[config.mk]
export PLATFORM = sky130hd
export DESIGN_NAME = message_dedup_delivery_gate_core
export DESIGN_NICKNAME = d
export VERILOG_FILES = /design/src/hw/rtl/mddg_pkg.sv /design/src/hw/rtl/mddg_seen_table.sv /design/src/hw/rtl/message_dedup_delivery_gate_core.sv
export SDC_FILE = /design/constraint.sdc
export NUM_CORES = 1
export LEC_CHECK = 0
export BUFFER_PORTS_ARGS = -buffer_cell sky130_fd_sc_hd__buf_2
export CAP_MARGIN = 10
export CELL_PAD_IN_SITES_DETAIL_PLACEMENT = 1
export CELL_PAD_IN_SITES_GLOBAL_PLACEMENT = 1
export CORE_ASPECT_RATIO = 0.6
export CORE_MARGIN = 4
export CORE_UTILIZATION = 26
export CTS_BUF_LIST = sky130_fd_sc_hd__clkbuf_4
export DETAILED_ROUTE_END_ITERATION = 6
export HOLD_SLACK_MARGIN = 0.02
export PLACE_DENSITY_LB_ADDON = 0.1
export SYNTH_ARGS = -nofsm -noshare
export SYNTH_HDL_FRONTEND = slang
export SYNTH_HIERARCHICAL = 1
export SYNTH_SLANG_ARGS = --single-unit
[constraint.sdc]
create_clock -name clk -period 7.4 [get_ports clk]
set_input_delay 1.85 -clock clk [delete_from_list [all_inputs] [get_ports clk]]
set_output_delay 1.85 -clock clk [all_outputs]
set_load 0.1 [all_outputs]
[src/hw/rtl/mddg_pkg.sv]
// Shared constants, outcome codes and table interface types for the
// message dedup delivery gate. No dependencies.
package mddg_pkg;

  // Seen table geometry
  localparam int SEEN_DEPTH = 16;
  localparam int IDX_W      = (SEEN_DEPTH > 1) ? $clog2(SEEN_DEPTH) : 1;
  localparam int CNT_W      = $clog2(SEEN_DEPTH + 1);

  // Field widths
  localparam int IDENT_W   = 32;
  localparam int KEY_W     = 2 * IDENT_W;
  localparam int OUTCOME_W = 3;
  localparam int TOTAL_W   = 32;

  // Outcome codes
  localparam logic [OUTCOME_W-1:0] OUT_DELIVERED      = 3'd0;
  localparam logic [OUTCOME_W-1:0] OUT_DUPLICATE      = 3'd1;
  localparam logic [OUTCOME_W-1:0] OUT_STOPPED        = 3'd2;
  localparam logic [OUTCOME_W-1:0] OUT_RF_UNAVAILABLE = 3'd3;
  localparam logic [OUTCOME_W-1:0] OUT_STORAGE        = 3'd4;
  localparam logic [OUTCOME_W-1:0] OUT_FAILED         = 3'd5;

  // Commands from the sequencer to the seen table
  typedef struct packed {
    logic             search;
    logic             insert;
    logic [KEY_W-1:0] key;
  } tbl_cmd_t;

  // Status back from the seen table
  typedef struct packed {
    logic done;
    logic hit;
  } tbl_sts_t;

endpackage

[src/hw/rtl/mddg_seen_table.sv]
// Seen table: FIFO-replaced store of delivered (source, message) pairs with a
// serial search that reuses one 64-bit comparator per entry. Uses mddg_pkg.
module mddg_seen_table
  import mddg_pkg::*;
(
  input  logic     clk,
  input  logic     rst_n,
  input  tbl_cmd_t cmd_i,
  output tbl_sts_t sts_o
);

  logic [KEY_W-1:0] mem [SEEN_DEPTH];

  logic [KEY_W-1:0] key_r;
  logic [KEY_W-1:0] rd_data_r;
  logic [CNT_W-1:0] fill_r, fill_nxt;
  logic [IDX_W-1:0] next_r, next_nxt;
  logic [CNT_W-1:0] scan_cnt_r, scan_cnt_nxt;
  logic             scan_on_r, scan_on_nxt;
  logic             rd_vld_r, rd_vld_nxt;
  logic             rd_last_r, rd_last_nxt;
  logic             done_r, done_nxt;
  logic             hit_r, hit_nxt;

  logic             last_issue;
  logic             match;
  logic             finish;

  // Shared compare unit on the registered read data
  assign match      = rd_vld_r && (rd_data_r == key_r);
  assign finish     = rd_vld_r && (match || rd_last_r);
  assign last_issue = ((scan_cnt_r + CNT_W'(1)) == fill_r);

  // Scan sequencer and FIFO pointers
  always_comb begin
    scan_on_nxt  = scan_on_r;
    scan_cnt_nxt = scan_cnt_r;
    rd_vld_nxt   = 1'b0;
    rd_last_nxt  = rd_last_r;
    done_nxt     = 1'b0;
    hit_nxt      = hit_r;
    fill_nxt     = fill_r;
    next_nxt     = next_r;

    if (scan_on_r) begin
      rd_vld_nxt   = 1'b1;
      rd_last_nxt  = last_issue;
      scan_cnt_nxt = scan_cnt_r + CNT_W'(1);
      if (last_issue) begin
        scan_on_nxt = 1'b0;
      end
    end

    // stop on a hit or after the last entry; drop the read still in flight
    if (finish) begin
      done_nxt    = 1'b1;
      hit_nxt     = match;
      scan_on_nxt = 1'b0;
      rd_vld_nxt  = 1'b0;
    end

    if (cmd_i.search) begin
      hit_nxt      = 1'b0;
      scan_cnt_nxt = '0;
      if (fill_r == '0) begin
        done_nxt = 1'b1;
      end else begin
        scan_on_nxt = 1'b1;
      end
    end

    // next_r equals fill_r until the table is full, then wraps oldest-first
    if (cmd_i.insert) begin
      next_nxt = (next_r == IDX_W'(SEEN_DEPTH - 1)) ? '0 : next_r + IDX_W'(1);
      if (fill_r != CNT_W'(SEEN_DEPTH)) begin
        fill_nxt = fill_r + CNT_W'(1);
      end
    end
  end

  // Control registers
  always_ff @(posedge clk) begin
    if (!rst_n) begin
      fill_r    <= '0;
      next_r    <= '0;
      scan_on_r <= 1'b0;
      rd_vld_r  <= 1'b0;
      done_r    <= 1'b0;
      hit_r     <= 1'b0;
      rd_last_r <= 1'b0;
      scan_cnt_r <= '0;
    end else begin
      fill_r     <= fill_nxt;
      next_r     <= next_nxt;
      scan_on_r  <= scan_on_nxt;
      rd_vld_r   <= rd_vld_nxt;
      done_r     <= done_nxt;
      hit_r      <= hit_nxt;
      rd_last_r  <= rd_last_nxt;
      scan_cnt_r <= scan_cnt_nxt;
    end
  end

  // Key capture
  always_ff @(posedge clk) begin
    if (cmd_i.search) begin
      key_r <= cmd_i.key;
    end
  end

  // Table memory: one write, one registered read
  always_ff @(posedge clk) begin
    if (cmd_i.insert) begin
      mem[next_r] <= cmd_i.key;
    end
    if (scan_on_r) begin
      rd_data_r <= mem[scan_cnt_r[IDX_W-1:0]];
    end
  end

  assign sts_o.done = done_r;
  assign sts_o.hit  = hit_r;

endmodule

[src/hw/rtl/message_dedup_delivery_gate_core.sv]
// Top level of the message dedup delivery gate: handshakes, outcome decision,
// counters and result register. Uses mddg_pkg and mddg_seen_table.
//
// Usage:
//   Input channel (in_*): one delivery attempt per transfer, a source and
//   message ident plus the radio and storage results. in_ready is high only
//   while the sequencer is idle.
//   Result channel (out_*): one transfer per attempt with the outcome code and
//   both wrapping totals as they stand after the attempt.
//   cfg_wr_en/cfg_wr_data set gateway_active; write only while idle.
// Timing:
//   A stopped attempt skips the table search and goes straight to its result.
//   Otherwise the seen table (16 entries) is searched one entry per cycle
//   with a single 64-bit comparator on registered memory data, ending early
//   when a duplicate is found. One attempt is in work at a time.
// Reset: table empty, counters zero, gateway inactive, no result pending.
// Stall: a finished result sits in the output register; the next attempt is
//   accepted meanwhile and waits in its result state until the register frees.
module message_dedup_delivery_gate_core
  import mddg_pkg::*;
(
  input  logic                 clk,
  input  logic                 rst_n,
  input  logic                 cfg_wr_en,
  input  logic                 cfg_wr_data,
  input  logic                 in_valid,
  output logic                 in_ready,
  input  logic [IDENT_W-1:0]   in_source_ident,
  input  logic [IDENT_W-1:0]   in_message_ident,
  input  logic                 in_to_radio,
  input  logic                 in_radio_ok,
  input  logic                 in_radio_unavailable,
  input  logic                 in_store_ok,
  output logic                 out_valid,
  input  logic                 out_ready,
  output logic [OUTCOME_W-1:0] out_outcome,
  output logic [TOTAL_W-1:0]   out_delivered_total,
  output logic [TOTAL_W-1:0]   out_duplicate_total
);

  typedef enum logic [1:0] {
    S_IDLE,
    S_SEARCH,
    S_RESULT
  } state_t;

  state_t state_r, state_nxt;

  logic                 active_r;
  logic [IDENT_W-1:0]   src_r;
  logic [IDENT_W-1:0]   msg_r;
  logic                 to_radio_r;
  logic                 radio_ok_r;
  logic                 radio_unav_r;
  logic                 store_ok_r;
  logic [OUTCOME_W-1:0] outcome_r, outcome_nxt;
  logic [TOTAL_W-1:0]   del_cnt_r, del_cnt_nxt;
  logic [TOTAL_W-1:0]   dup_cnt_r, dup_cnt_nxt;
  logic                 out_valid_r, out_valid_nxt;
  logic [OUTCOME_W-1:0] out_outcome_r;
  logic [TOTAL_W-1:0]   out_del_r;
  logic [TOTAL_W-1:0]   out_dup_r;

  logic     in_xfer;
  logic     out_free;
  tbl_cmd_t tbl_cmd;
  tbl_sts_t tbl_sts;

  assign in_ready = (state_r == S_IDLE);
  assign in_xfer  = in_valid && in_ready;
  assign out_free = !out_valid_r || out_ready;

  // Table commands: search on transfer when active, insert on delivery
  always_comb begin
    tbl_cmd.search = in_xfer && active_r;
    tbl_cmd.insert = 1'b0;
    tbl_cmd.key    = (state_r == S_IDLE) ? {in_source_ident, in_message_ident}
                                         : {src_r, msg_r};
    if (state_r == S_SEARCH && tbl_sts.done && !tbl_sts.hit &&
        !(to_radio_r && !radio_ok_r) && store_ok_r) begin
      tbl_cmd.insert = 1'b1;
    end
  end

  mddg_seen_table u_seen_table (
    .clk   (clk),
    .rst_n (rst_n),
    .cmd_i (tbl_cmd),
    .sts_o (tbl_sts)
  );

  // Sequencer and outcome decision
  always_comb begin
    state_nxt     = state_r;
    outcome_nxt   = outcome_r;
    del_cnt_nxt   = del_cnt_r;
    dup_cnt_nxt   = dup_cnt_r;
    out_valid_nxt = out_valid_r && !out_ready;

    unique case (state_r)
      S_IDLE: begin
        if (in_xfer) begin
          if (active_r) begin
            state_nxt = S_SEARCH;
          end else begin
            outcome_nxt = OUT_STOPPED;
            state_nxt   = S_RESULT;
          end
        end
      end
      S_SEARCH: begin
        if (tbl_sts.done) begin
          state_nxt = S_RESULT;
          if (tbl_sts.hit) begin
            outcome_nxt = OUT_DUPLICATE;
            dup_cnt_nxt = dup_cnt_r + TOTAL_W'(1);
          end else if (to_radio_r && !radio_ok_r) begin
            outcome_nxt = radio_unav_r ? OUT_RF_UNAVAILABLE : OUT_FAILED;
          end else if (!store_ok_r) begin
            outcome_nxt = OUT_STORAGE;
          end else begin
            outcome_nxt = OUT_DELIVERED;
            del_cnt_nxt = del_cnt_r + TOTAL_W'(1);
          end
        end
      end
      S_RESULT: begin
        if (out_free) begin
          out_valid_nxt = 1'b1;
          state_nxt     = S_IDLE;
        end
      end
      default: begin
        state_nxt = S_IDLE;
      end
    endcase
  end

  // State, counters and registered outputs
  always_ff @(posedge clk) begin
    if (!rst_n) begin
      state_r     <= S_IDLE;
      active_r    <= 1'b0;
      del_cnt_r   <= '0;
      dup_cnt_r   <= '0;
      out_valid_r <= 1'b0;
    end else begin
      state_r     <= state_nxt;
      del_cnt_r   <= del_cnt_nxt;
      dup_cnt_r   <= dup_cnt_nxt;
      out_valid_r <= out_valid_nxt;
      if (cfg_wr_en) begin
        active_r <= cfg_wr_data;
      end
    end
  end

  // Payload registers
  always_ff @(posedge clk) begin
    outcome_r <= outcome_nxt;
    if (in_xfer) begin
      src_r        <= in_source_ident;
      msg_r        <= in_message_ident;
      to_radio_r   <= in_to_radio;
      radio_ok_r   <= in_radio_ok;
      radio_unav_r <= in_radio_unavailable;
      store_ok_r   <= in_store_ok;
    end
    if (state_r == S_RESULT && out_free) begin
      out_outcome_r <= outcome_r;
      out_del_r     <= del_cnt_r;
      out_dup_r     <= dup_cnt_r;
    end
  end

  assign out_valid           = out_valid_r;
  assign out_outcome         = out_outcome_r;
  assign out_delivered_total = out_del_r;
  assign out_duplicate_total = out_dup_r;

  // Table only reports back for a search we issued
  a_done_in_search: assert property (@(posedge clk) disable iff (!rst_n)
    tbl_sts.done |-> state_r == S_SEARCH)
    else $error("seen table done outside search");

  // An accepted attempt blocks further input
  a_busy_after_xfer: assert property (@(posedge clk) disable iff (!rst_n)
    in_xfer |=> !in_ready)
    else $error("input accepted while busy");

  // Insert and search never overlap
  a_cmd_excl: assert property (@(posedge clk) disable iff (!rst_n)
    tbl_cmd.insert |-> !tbl_cmd.search && state_r == S_SEARCH)
    else $error("table insert overlaps search");

  // A new result carries a legal outcome code
  a_outcome_legal: assert property (@(posedge clk) disable iff (!rst_n)
    $rose(out_valid_r) |-> out_outcome_r <= OUT_FAILED)
    else $error("illegal outcome code");

endmodule
==> impl_metrics.tcl <==
set metrics [dict create \
    status "finished clean" \
    seq_area_um2 40500 \
    setup_viol 0 \
    cp.arrival_ps 4800 \
    p_sw_share_pct 23.8 \
    top_layer_used "met5" \
    grt_pass1_wl_um 221000 \
    place_congestion 0.721 \
    synth.distinct_cells 54 \
    critical_path_required_ps 8120 \
    fin_area_um2 60500 \
    ys_dominant_reg_cell "edfxtp_1" \
    post-place-ws_ps 3280 \
    routed_wl_um 158000 \
    fin_ws_ps 3320 \
    ios 143 \
    die_w_um 586 \
    hold_class "flop to flop" \
    place_area_um2 56000 \
    finalCritPeriodShare_pct 55.2 \
    synth.area.top_cells "edfxtp_1 74%, mux4_2 14%, dfxtp_1 3.3%" \
    wl_met1_um 79200 \
    cp-start-kind "flop" \
    power_leakage_uw 0.0186 \
    hold_depth 0 \
    ff2ff_path_depth 5 \
    postSynthCellCount 2382 \
    maxCapViolations 0 \
    ir_drop_mv 0.125 \
    async_reset_ff_share_pct 0 \
    rsz0062_at_grt "false" \
    dieArea_um2 208000 \
    start_util_pct 26.3 \
    multiInputGateArea_um2 11100 \
    critPathMaxFanout 38 \
    die_h_um 355 \
    cts_tree "done" \
    drt-initial-drc-count 2093 \
    clock.fmax_ghz 0.245 \
    critical_path_class "flop to flop" \
    insertion_delay_ps 1150 \
    wl_met2_um 66300 \
    postRouteAntennaNets 0 \
    wl_met3_um 9260 \
    skew_ps 76.6 \
    nNetsFinal 2899 \
    cts_num_sinks 1377 \
    p_int_uw 12400 \
    drc 0 \
    yosysSeqAreaShare_pct 77.7 \
    syn_area_um2 52100 \
    first_pass_iters 5 \
    power_frac_clock_pct 40.7 \
    synthesis.nets 2465 \
    track_usage_pct 15.1 \
    final-hold-violation-count 0 \
    route.vias.total 26200 \
    synth_top_cell_area_share_pct 74.3 \
    yosysTopAreaCell "edfxtp_1" \
    port_buffers 142 \
    p_per_area_nw_per_um2 269 \
    worstMarginPinSlew_ps 1270 \
    ys_warn_count 6 \
    final.setup.tns_ps 0 \
    hpwl_um 91200 \
    h-tree-depth 5 \
    seq_power_share_pct 53.8 \
    core_um2 198000 \
    grt_max_degree 126 \
    cts-root-buf "clkbuf_4" \
    ys_ff_latch 1377 \
    rows 126 \
    vias_per_cell 4.62 \
    area_delta_synth_final_pct 16.0 \
    switchingPower_uw 3880 \
    maxSlewHeadroom_pct 15.2 \
    fill_cells 20100 \
    p_total_uw 16300 \
    wl_per_cell_um 27.8 \
    drive_above_1_share_pct 37.3 \
    gr-total-overflow 0 \
    cts_resized 0 \
    cts.clk_slew.worst_paths_ps 70 \
    cts_max_path_buffers 4 \
    pwr-share-comb_pct 5.5 \
    syn_area_per_cell_um2 21.9 \
    cts_buffers 356 \
    antenna_found_initial 28 \
    synth_enable_flop_cells 1290 \
    cts_hold_buffers 0 \
    min_period_ps 4080 \
    post_cts_buffers 0 \
    slew_violations 0 \
    grt_pass1_vias 28300 \
    worstSetupEndpointType "flop" \
]
[cell families (layout without fill, tap and decap cells)]
| family | Yosys count | after routing | synth area share [%] |
|---|---|---|---|
| other | 0 | 7 | 0 |
| AOI/OAI and AO/OA | 82 | 82 | 0.965 |
| xor gates and xnor gates | 98 | 98 | 1.65 |
| and+or+nand+nor | 290 | 290 | 3.05 |
| DFF | 1377 | 1377 | 77.7 |
| adders and majority gates | 9 | 9 | 0.216 |
| buffers and inverters | 136 | 809 | 1.10 |
| muxes | 390 | 390 | 15.3 |
[cell usage in the layout, fill, tap and decap left out, types with 5 or more instances in the layout]
cell type / n
nand2_1: 32
nand4_1: 30
clkinv_1: 56
ha_1: 9
clkinv_2: 9
clkbuf_4: 520
inv_1: 31
buf_4: 32
and3_1: 6
xor2_1: 43
mux4_2: 320
inv_2: 5
or4_1: 7
mux2i_1: 5
nor3_1: 16
buf_2: 143
and2_4: 17
or3_1: 19
o21ai_0: 20
a21oi_1: 30
bufinv_16: 7
nand3_1: 27
edfxtp_1: 1290
mux2_2: 65
dfxtp_1: 82
nor2_1: 67
and4_1: 8
and2_1: 8
o22ai_1: 6
dfxtp_4: 5
diode_2: 7
nor4_1: 15
nor2b_1: 13
nand2b_1: 10
xnor2_1: 55
o31ai_1: 5
[flip-flops by register name, summed over array words and instances (netlist names), 2 cells and up]
| register | count |
|---|---|
| u_seen_table/key_r | 64 |
| u_seen_table/fill_r | 5 |
| out_outcome | 3 |
| u_seen_table/rd_data_r | 64 |
| del_cnt_r | 32 |
| dup_cnt_r | 32 |
| src_r | 32 |
| u_seen_table/mem | 1024 |
| out_delivered_total | 32 |
| outcome_r | 3 |
| u_seen_table/next_r | 4 |
| u_seen_table/scan_cnt_r | 5 |
| state_r | 2 |
| msg_r | 32 |
| out_duplicate_total | 32 |
[worst paths after layout]
kind           startpoint                       to  slack [ps]
min          outcome_r[0]           out_outcome[0]         420
min reg2reg  outcome_r[0]           out_outcome[0]         420
max reg2reg    state_r[0]  u_seen_table/mem[3][37]        3320
max            state_r[0]  u_seen_table/mem[3][37]        3320
[layer usage]
layer	track usage, %	vias to the layer above
li1	-	11000
met1	23.3	14300
met2	21.0	731
met3	3.65	234
met4	4.27	2
met5	0	-
[cells in the mapped netlist, drive strengths merged (10+ instances only)]
cell and count:
or3 19, nor4 17, edfxtp 1290, nand3 29, inv 32, o21ai 22, mux2 65, xor2 43
dfxtp 87, xnor2 55, nor3 16, a21oi 30, nand4 30, nor2 68, nand2 33, nor2b 14
buf 51, and2 25, nand2b 10, mux4 320, clkbuf 51
[cell type report]
class	instances	share of cell area (%)
Inverter	34	0.211
Tap cell	2624	5.43
Multi-Input combinational cell	869	18.4
Clock buffer	520	6.46
Timing Repair Buffer	178	1.68
Clock inverter	77	0.824
Antenna cell	7	0.0290
Sequential cell	1377	67.0
[power groups by stage]
stage                     logic (uW)  clock network (uW)  registers, uW
final                            903                6620           8750
after global placement           916                   0           8920
after detailed placement         933                   0           8920
after CTS                        936                6960           8750
after floorplan                  452                   0           9010
after global routing             980                7390           8760
[per-stage QoR]
step	std cells	utilization [%]	hold WS, ps
finish	5686	30.5	422
global route	5682	30.5	434
CTS	5679	30.5	423
detailed placement	5082	28.3	413
global placement	5081	28.3	417
floorplan	2382	-	400
[critical path, stage by stage, from the launching register on]
cell	delay (ps)
dfxtp_1	470
and3b_1	430
and3_1	790
nor3b_1	520
and2_4	600
buf_4	810
Power figures use the tool's default switching activity.
